--- config.mk ---
export PLATFORM = sky130hd
export DESIGN_NAME = sphere_mesh_index_generator
export DESIGN_NICKNAME = d
export VERILOG_FILES = /design/src/rtl/smig_pkg.sv /design/src/rtl/smig_group_gen.sv /design/src/rtl/sphere_mesh_index_generator.sv
export VERILOG_INCLUDE_DIRS = /design/src /design/src/rtl
export SDC_FILE = /design/constraint.sdc
export NUM_CORES = 2
export LEC_CHECK = 0
export CORE_ASPECT_RATIO = 2
export CORE_UTILIZATION = 70
export CTS_CLUSTER_SIZE = 40
export DETAILED_ROUTE_END_ITERATION = 12
export DONT_BUFFER_PORTS = 1
export PLACE_DENSITY_LB_ADDON = 0.3
export SETUP_SLACK_MARGIN = 0.05
export SLEW_MARGIN = 25
export SYNTH_ARGS = -nofsm -noshare
export SYNTH_HDL_FRONTEND = slang
export SYNTH_SLANG_ARGS = --single-unit
--- constraint.sdc ---
create_clock -name aclk -period 41.4 [get_ports aclk]
set_input_delay 12.42 -clock aclk [delete_from_list [all_inputs] [get_ports aclk]]
set_output_delay 12.42 -clock aclk [all_outputs]
set_load 0.02 [all_outputs]
--- src/rtl/sphere_mesh_index_generator_defines.svh ---
// Assertion macros used by the sphere mesh index generator top level.
// Depends on nothing; users must have aclk and aresetn in scope.
`ifndef SPHERE_MESH_INDEX_GENERATOR_DEFINES_SVH
`define SPHERE_MESH_INDEX_GENERATOR_DEFINES_SVH

// Checked on every rising edge of aclk outside reset.
`define SMIG_ASSERT(lbl, prop, msg) \
    lbl: assert property (@(posedge aclk) disable iff (!aresetn) (prop)) else $error(msg);

// Checked on every rising edge of aclk, reset included.
`define SMIG_ASSERT_ALWAYS(lbl, prop, msg) \
    lbl: assert property (@(posedge aclk) (prop)) else $error(msg);

`endif

--- src/rtl/smig_pkg.sv ---
// Package for the sphere mesh index generator: widths, codes and shared types.
// Depends on nothing; used by smig_group_gen and sphere_mesh_index_generator.
`default_nettype none

package smig_pkg;

    localparam int unsigned MAX_POINTS = 1024;
    localparam int unsigned MIN_POINTS = 4;

    localparam int unsigned P_W      = 11;
    localparam int unsigned RING_W   = 9;
    localparam int unsigned COL_W    = 10;
    localparam int unsigned CORNER_W = 20;
    localparam int unsigned IDX_W    = 32;
    localparam int unsigned GROUP_SIZE = 6;
    localparam int unsigned SLOT_W   = 3;

    localparam logic [SLOT_W-1:0] LAST_SLOT = SLOT_W'(GROUP_SIZE - 1);

    // Mesh phases.
    localparam logic [1:0] PH_BANDS = 2'd0;
    localparam logic [1:0] PH_CAPS  = 2'd1;
    localparam logic [1:0] PH_DONE  = 2'd2;

    // Register selects, taken from paddr bit 2.
    localparam logic REG_POINTS = 1'b0;
    localparam logic REG_BASE   = 1'b1;

    // Working configuration, derived when points_per_circle is written (base when the base register is).
    typedef struct packed {
        logic [P_W-1:0]      p;      // clamped points per circle
        logic [RING_W-1:0]   r_m1;   // rings minus one
        logic [COL_W-1:0]    p_m1;   // points minus one
        logic [CORNER_W-1:0] top;    // p * (rings - 1)
        logic [CORNER_W-1:0] rp1;    // rings * p + 1
        logic [IDX_W-1:0]    base;   // vertex base offset
    } cfg_t;

    typedef struct packed {
        logic [GROUP_SIZE-1:0][IDX_W-1:0] idx;
        logic                             done;
    } group_t;

endpackage

`default_nettype wire

--- src/rtl/smig_group_gen.sv ---
// Mesh walk state and the six indices of one group, computed in a single pass.
// Depends on smig_pkg.
`default_nettype none

module smig_group_gen (
    input  wire logic            aclk,
    input  wire logic            aresetn,
    input  wire logic            item_accept,
    input  wire logic            item_restart,
    input  wire smig_pkg::cfg_t  cfg,
    input  wire logic            group_take,
    output logic                 group_valid,
    output smig_pkg::group_t     group
);

    logic [1:0]                          phase_reg, phase_next;
    logic [smig_pkg::RING_W-1:0]         ring_reg, ring_next;
    logic [smig_pkg::COL_W-1:0]          col_reg, col_next;
    logic [smig_pkg::CORNER_W-1:0]       corner_reg, corner_next;
    logic                                gvalid_reg, gvalid_next;
    smig_pkg::group_t                    group_reg, group_next;

    logic [1:0]                          ph;
    logic [smig_pkg::RING_W-1:0]         rc, ring_inc;
    logic [smig_pkg::COL_W-1:0]          cc;
    logic [smig_pkg::CORNER_W-1:0]       ci, ring_prod;
    logic [smig_pkg::COL_W:0]            col_inc;
    logic                                wrap;
    logic [smig_pkg::CORNER_W:0]         z1, z2, z3, z4, cap_lo;
    logic                                produce;

    assign ring_inc  = rc + smig_pkg::RING_W'(1);
    assign ring_prod = {{(smig_pkg::CORNER_W - smig_pkg::RING_W){1'b0}}, ring_inc}
                     * {{(smig_pkg::CORNER_W - smig_pkg::P_W){1'b0}}, cfg.p};

    always_comb begin
        // A restart takes effect before the phase checks of the same item.
        ph = item_restart ? smig_pkg::PH_BANDS : phase_reg;
        rc = item_restart ? '0 : ring_reg;
        cc = item_restart ? '0 : col_reg;
        ci = item_restart ? smig_pkg::CORNER_W'(1) : corner_reg;

        if (ph == smig_pkg::PH_BANDS && rc >= cfg.r_m1) begin
            ph = smig_pkg::PH_CAPS;
            cc = '0;
        end
        if (ph == smig_pkg::PH_CAPS && cc >= cfg.p_m1) begin
            ph = smig_pkg::PH_DONE;
        end

        col_inc = {1'b0, cc} + (smig_pkg::COL_W + 1)'(1);
        wrap    = col_inc >= {1'b0, cfg.p_m1};

        z1 = {1'b0, ci};
        z2 = z1 + (smig_pkg::CORNER_W + 1)'(1);
        z3 = z1 + (smig_pkg::CORNER_W + 1)'(cfg.p);
        z4 = z2 + (smig_pkg::CORNER_W + 1)'(cfg.p);
        cap_lo = {1'b0, cfg.top} + (smig_pkg::CORNER_W + 1)'(col_inc);

        phase_next  = ph;
        ring_next   = rc;
        col_next    = cc;
        corner_next = ci;
        group_next  = group_reg;
        produce     = 1'b0;

        unique case (ph)
            smig_pkg::PH_BANDS: begin
                produce = 1'b1;
                group_next.idx[0] = smig_pkg::IDX_W'(z1);
                group_next.idx[1] = smig_pkg::IDX_W'(z3);
                group_next.idx[2] = smig_pkg::IDX_W'(z4);
                group_next.idx[3] = smig_pkg::IDX_W'(z1);
                group_next.idx[4] = smig_pkg::IDX_W'(z4);
                group_next.idx[5] = smig_pkg::IDX_W'(z2);
                group_next.done   = 1'b0;
                if (wrap) begin
                    col_next    = '0;
                    ring_next   = ring_inc;
                    corner_next = ring_prod + smig_pkg::CORNER_W'(1);
                end else begin
                    col_next    = col_inc[smig_pkg::COL_W-1:0];
                    corner_next = ci + smig_pkg::CORNER_W'(1);
                end
            end
            smig_pkg::PH_CAPS: begin
                produce = 1'b1;
                group_next.idx[0] = smig_pkg::IDX_W'(col_inc);
                group_next.idx[1] = smig_pkg::IDX_W'(col_inc) + smig_pkg::IDX_W'(1);
                group_next.idx[2] = cfg.base;
                group_next.idx[3] = smig_pkg::IDX_W'(cap_lo) + smig_pkg::IDX_W'(1);
                group_next.idx[4] = smig_pkg::IDX_W'(cap_lo);
                group_next.idx[5] = cfg.base + smig_pkg::IDX_W'(cfg.rp1);
                group_next.done   = wrap;
                col_next          = col_inc[smig_pkg::COL_W-1:0];
                if (wrap) begin
                    phase_next = smig_pkg::PH_DONE;
                end
            end
            default: begin
                produce = 1'b0;
            end
        endcase

        gvalid_next = gvalid_reg && !group_take;
        if (item_accept && produce) begin
            gvalid_next = 1'b1;
        end
    end

    always_ff @(posedge aclk) begin
        if (!aresetn) begin
            phase_reg  <= smig_pkg::PH_BANDS;
            ring_reg   <= '0;
            col_reg    <= '0;
            corner_reg <= smig_pkg::CORNER_W'(1);
            gvalid_reg <= 1'b0;
        end else begin
            gvalid_reg <= gvalid_next;
            if (item_accept) begin
                phase_reg  <= phase_next;
                ring_reg   <= ring_next;
                col_reg    <= col_next;
                corner_reg <= corner_next;
            end
        end
    end

    always_ff @(posedge aclk) begin
        if (item_accept && produce) begin
            group_reg <= group_next;
        end
    end

    assign group_valid = gvalid_reg;
    assign group       = group_reg;

endmodule

`default_nettype wire

--- src/rtl/sphere_mesh_index_generator.sv ---
// Latency: a group passes through the group register and then the output word stage before its first index leaves.
// Throughput: one index per cycle when the result side keeps up; the single output word
// per cycle sets this. A request after the mesh is finished gives no indices.
// Reset: synchronous, active low; the walk restarts at the first band group and the
// registers return to four points per circle and a zero vertex base.
`default_nettype none
`include "sphere_mesh_index_generator_defines.svh"

module sphere_mesh_index_generator (
    input  wire logic        aclk,
    input  wire logic        aresetn,
    // Request channel.
    input  wire logic        s_tvalid,
    output logic             s_tready,
    input  wire logic [7:0]  s_tdata,   // [0] restart, [7:1] zero
    // Index channel.
    output logic             m_tvalid,
    input  wire logic        m_tready,
    output logic [31:0]      m_tdata,   // [31:0] index_value
    output logic             m_tlast,   // group_last
    output logic [0:0]       m_tuser,   // [0] mesh_done
    // Register port.
    input  wire logic        psel,
    input  wire logic        penable,
    input  wire logic        pwrite,
    input  wire logic [2:0]  paddr,
    input  wire logic [31:0] pwdata,
    output logic [31:0]      prdata,
    output logic             pready
);

    logic [smig_pkg::P_W-1:0]   ppc_reg;
    smig_pkg::cfg_t             cfg_reg;
    logic                       cfg_write;

    logic [smig_pkg::P_W-1:0]       p_raw, p_clamp;
    logic [smig_pkg::RING_W-1:0]    r_new, r_m1_new;
    logic [smig_pkg::CORNER_W-1:0]  top_new;

    logic                       gen_valid;
    smig_pkg::group_t           gen_group;
    logic                       in_accept;

    logic                       o_valid_reg;
    logic [smig_pkg::SLOT_W-1:0] o_cnt_reg;
    logic [smig_pkg::GROUP_SIZE-1:0][smig_pkg::IDX_W-1:0] o_vals_reg;
    logic                       o_done_reg;
    logic                       o_last, o_free, o_load, o_take;

    // Register port.
    assign pready    = 1'b1;
    assign cfg_write = psel && penable && pwrite && pready;

    always_comb begin
        p_raw = pwdata[smig_pkg::P_W-1:0];
        if (p_raw < smig_pkg::P_W'(smig_pkg::MIN_POINTS)) begin
            p_clamp = smig_pkg::P_W'(smig_pkg::MIN_POINTS);
        end else if (p_raw > smig_pkg::P_W'(smig_pkg::MAX_POINTS)) begin
            p_clamp = smig_pkg::P_W'(smig_pkg::MAX_POINTS);
        end else begin
            p_clamp = p_raw;
        end
        r_new    = smig_pkg::RING_W'(p_clamp >> 1) - smig_pkg::RING_W'(1);
        r_m1_new = r_new - smig_pkg::RING_W'(1);
        top_new  = {{(smig_pkg::CORNER_W - smig_pkg::RING_W){1'b0}}, r_m1_new}
                 * {{(smig_pkg::CORNER_W - smig_pkg::P_W){1'b0}}, p_clamp};
    end

    always_ff @(posedge aclk) begin
        if (!aresetn) begin
            ppc_reg      <= smig_pkg::P_W'(smig_pkg::MIN_POINTS);
            cfg_reg.p    <= smig_pkg::P_W'(smig_pkg::MIN_POINTS);
            cfg_reg.r_m1 <= '0;
            cfg_reg.p_m1 <= smig_pkg::COL_W'(smig_pkg::MIN_POINTS - 1);
            cfg_reg.top  <= '0;
            cfg_reg.rp1  <= smig_pkg::CORNER_W'(smig_pkg::MIN_POINTS + 1);
            cfg_reg.base <= '0;
        end else if (cfg_write) begin
            unique case (paddr[2])
                smig_pkg::REG_POINTS: begin
                    ppc_reg      <= p_raw;
                    cfg_reg.p    <= p_clamp;
                    cfg_reg.r_m1 <= r_m1_new;
                    cfg_reg.p_m1 <= smig_pkg::COL_W'(p_clamp - smig_pkg::P_W'(1));
                    cfg_reg.top  <= top_new;
                    cfg_reg.rp1  <= top_new + smig_pkg::CORNER_W'(p_clamp)
                                  + smig_pkg::CORNER_W'(1);
                end
                smig_pkg::REG_BASE: begin
                    cfg_reg.base <= pwdata;
                end
                default: begin
                end
            endcase
        end
    end

    always_comb begin
        unique case (paddr[2])
            smig_pkg::REG_POINTS: prdata = {{(32 - smig_pkg::P_W){1'b0}}, ppc_reg};
            smig_pkg::REG_BASE:   prdata = cfg_reg.base;
            default:              prdata = '0;
        endcase
    end

    // Output word stage: holds one group and hands it out one index per cycle while m_tready is high.
    assign o_last = (o_cnt_reg == smig_pkg::LAST_SLOT);
    assign o_take = o_valid_reg && m_tready;
    assign o_free = !o_valid_reg || (m_tready && o_last);
    assign o_load = o_free && gen_valid;

    // A new request is taken whenever the group register is empty or moving on.
    assign s_tready  = !gen_valid || o_free;
    assign in_accept = s_tvalid && s_tready;

    smig_group_gen u_group_gen (
        .aclk         (aclk),
        .aresetn      (aresetn),
        .item_accept  (in_accept),
        .item_restart (s_tdata[0]),
        .cfg          (cfg_reg),
        .group_take   (o_load),
        .group_valid  (gen_valid),
        .group        (gen_group)
    );

    always_ff @(posedge aclk) begin
        if (!aresetn) begin
            o_valid_reg <= 1'b0;
            o_cnt_reg   <= '0;
        end else if (o_load) begin
            o_valid_reg <= 1'b1;
            o_cnt_reg   <= '0;
        end else if (o_take) begin
            o_valid_reg <= !o_last;
            o_cnt_reg   <= o_cnt_reg + smig_pkg::SLOT_W'(1);
        end
    end

    always_ff @(posedge aclk) begin
        if (o_load) begin
            o_vals_reg <= gen_group.idx;
            o_done_reg <= gen_group.done;
        end else if (o_take) begin
            o_vals_reg <= o_vals_reg >> smig_pkg::IDX_W;
        end
    end

    assign m_tvalid = o_valid_reg;
    assign m_tdata  = o_vals_reg[0];
    assign m_tlast  = o_last;
    assign m_tuser  = o_done_reg && o_last;

    `SMIG_ASSERT(a_ready_when_group_empty, !gen_valid |-> s_tready, "request refused with empty group register")
    `SMIG_ASSERT(a_done_only_on_last, (m_tvalid && m_tuser[0]) |-> m_tlast, "mesh_done away from the last index")
    `SMIG_ASSERT(a_group_loads_at_slot0, (gen_valid && o_free) |=> (m_tvalid && o_cnt_reg == '0), "pending group not loaded")
    `SMIG_ASSERT_ALWAYS(a_reset_empties, !aresetn |=> (!m_tvalid && !gen_valid), "reset left a word pending")

endmodule

`default_nettype wire

==> impl_metrics.env <==
export IMPL_grt_max_degree=160
export IMPL_crit_chain="nand2_1 > nand3_1"
export IMPL_finalCritPeriodShare_pct=61.77
export IMPL_numPortBuffers=0
export IMPL_powerDensity_nw_per_um2=39.22
export IMPL_clk_latency_ns=0.57
export IMPL_ys_top_cells_by_count="nand2_1, edfxtp_1, nor2_1"
export IMPL_cpPeakStageDelay_ns=0.60
export IMPL_num_vias=24342
export IMPL_yosysWarnings=0
export IMPL_placed_cells=3681
export IMPL_clk_pin_slew_worst_paths_ns=0.07
export IMPL_drcViolationCount=0
export IMPL_cts_htree_levels=2
export IMPL_end_kind="output port"
export IMPL_hpwl_um=69130
export IMPL_n_antenna_cell=0
export IMPL_holdWs_ns=0.4343
export IMPL_grt_ovfl_total=0
export IMPL_drt_iter0_drc=2074
export IMPL_drive_gt1_share_pct=9.114
export IMPL_regArea_um2=13430
export IMPL_setup_viol=0
export IMPL_avgSynthCellArea_um2=9.904
export IMPL_core_um2=45690
export IMPL_rsz0062_at_grt="false"
export IMPL_grtUsageMet1_pct=39.91
export IMPL_cts_tree="done"
export IMPL_grtUsageMet3_pct=6.918
export IMPL_cp_top_family="simple AND/OR/NAND/NOR gates"
export IMPL_cts_made_buffers=42
export IMPL_die_area_um2=47050
export IMPL_critPathMaxFanout=4
export IMPL_ios=119
export IMPL_cts_resized=0
export IMPL_vdd_drop_max_mv=0.03552
export IMPL_r2r_setup_slack_ns=33.09
export IMPL_areaGrowthSynthToFinish_pct=4.967
export IMPL_maxSlewViolCount=0
export IMPL_grtUsageMet2_pct=70.10
export IMPL_grt_usage_pct=39.72
export IMPL_hold_depth=0
export IMPL_final_net_count=3537
export IMPL_tightestPinTransition_ns=1.083
export IMPL_multi_input_area_um2=17140
export IMPL_setup_tns_ns=0
export IMPL_die_w_um=153.9
export IMPL_synth_edf_count=342
export IMPL_start_util_pct=70.68
export IMPL_cpMaxStageDelayCell="nand3_1"
export IMPL_timing_rr_start="u_group_gen.ring_reg[0]$_SDFFE_PN0P_"
export IMPL_async_flop_share_pct=0
export IMPL_whs_endpoint="o_done_reg$_DFFE_PP_"
export IMPL_grt_pass1_wl_um=139800
export IMPL_status="complete, no violations"
export IMPL_cts_hold_buf=0
export IMPL_vias_per_cell=6.477
export IMPL_cp_buffers_inverters=0
export IMPL_synth_cell_types=87
export IMPL_rows=111
export IMPL_clkSinkCount=500
export IMPL_grt_antenna_before_repair=4
export IMPL_holdCritStartpoint="u_group_gen.group[0]$_SDFFCE_PN0P_"
export IMPL_totalWireLength_um=92480
export IMPL_reg2regPathDepth=24
export IMPL_post_cts_setup_buffers=0
export IMPL_final_min_clock_period_ns=25.57
export IMPL_fmax_ghz=0.03910
export IMPL_synth_top_area_share_pct=31.80
export IMPL_clk_path_buf_depth=3
export IMPL_hp_class="reg2reg"
export IMPL_p_leak_nw=13.97
export IMPL_crit_type="in2out"
export IMPL_ys_seq_area_share_pct=41.59
export IMPL_fp_dieH_um=305.8
export IMPL_worst_clock_skew_ns=0.02868
export IMPL_nFillCells=3179
export IMPL_grt_pass1_vias=24914
export IMPL_cp_arrival_ns=13.15
export IMPL_ant_nets=0
export IMPL_r2r_end="u_group_gen.group[113]$_DFFE_PP_"
export IMPL_hold_viol_final=0
export IMPL_ys_ff_latch=500
export IMPL_yosysMostFrequentCell="nand2_1"
export IMPL_synth_area_um2=32300
export IMPL_gp_congestion=1.010
export IMPL_ys_flop_type="edfxtp_1"
export IMPL_firstDrtPassIters=7
export IMPL_cap_violations=0
export IMPL_cp_data_required_time_ns=28.98
export IMPL_slew_headroom_pct=27.56
export IMPL_worstSetupStartpointType="primary input"
export IMPL_wl_per_cell_um=24.61
export IMPL_synth_area_leaders="edfxtp_1, dfxtp_1, fa_1"
export IMPL_synth_area_leader_cell="edfxtp_1"
export IMPL_grt_busiest_layer="met2"
export IMPL_fin_cells=3758
export IMPL_largest_register_ffs=160
export IMPL_netlist_instances=3261
export IMPL_ctsRootBufferMaster="clkbuf_16"
==> cell usage in the layout, fill, tap and decap left out, types with 114 or more instances in the layout <==
cell | netlist | final
xnor2_1 | 115 | 114
and2_1 | 120 | 120
ha_1 | 198 | 198
a21oi_1 | 203 | 201
inv_1 | 250 | 249
nand2_1 | 388 | 388
mux2_2 | 135 | 135
nor2_1 | 269 | 266
edfxtp_1 | 342 | 342
fa_1 | 128 | 128
dfxtp_1 | 158 | 158
==> layout make-up <==
cell class,count,share of cell area [%]
inverter,254,2.816
clock inverter,25,0.6496
tap,565,2.085
sequential,500,39.63
multi-input combinational,2327,50.56
clock buffer,51,3.337
timing repair buffer,36,0.9301
==> worst reg2reg max path: cells and delay by family, from the launching register on <==
family	cells	cell delay, ns
AND/OR/NAND/NOR	10	3.34
buffers and inverters	1	0.37
AO/OA/AOI/OAI	7	2.08
flip-flops	1	0.39
XOR/XNOR	3	0.62
adder cells (fa/ha/maj)	3	1.28
==> power by group <==
| group | internal [W] | switching (W) |
|---|---|---|
| combinational | 0.000117 | 0.000211 |
| clock | 0.000211 | 0.000184 |
| sequential | 0.000586 | 0.0000219 |
| total | 0.000913 | 0.000416 |
==> worst max-delay path by stage <==
stage / start / cells past startpoint / to / slack (ns)
2_1_floorplan: paddr[2] / 2 / prdata[0] / 15.81
3_3_place_gp: m_tready / 2 / s_tready / 15.89
3_5_place_dp: m_tready / 2 / s_tready / 15.87
4_1_cts: m_tready / 2 / s_tready / 15.87
5_1_grt: m_tready / 2 / s_tready / 15.86
6_report: m_tready / 2 / s_tready / 15.83
==> metrics by stage <==
stage	power (W)	setup WS [ns]	utilization, %	cell area, µm²
final	0.001330	15.83	74.19	33900
after detailed placement	0.0009341	15.87	71.15	32510
after floorplan	0.0008664	15.81	-	32300
after CTS	0.001322	15.87	74.11	33860
after global routing	0.001378	15.86	74.19	33900
after global placement	0.0009212	15.89	71.15	32510
==> per-layer routing <==
metal  wire length (µm)  vias to the layer above
met4               9466                        6
met1              30030                    11744
met5                 40                        -
met2              46470                     1158
met3               6468                      447
li1                   -                    10987
==> cell families (layout without fill, tap and decap cells) <==
family          after synthesis  after routing  synth area share [%]
simple gates               1121           1121                 16.55
compound gates              565            565                 11.13
flops                       500            500                 41.59
buf+inv                     435            366                 5.556
fa+ha+maj                   326            326                 15.61
xor+xnor                    168            168                 4.556
mux                         144            144                 4.986
other cells                   2              3               0.02325
Note: power is estimated with default switching activity, not from simulation.
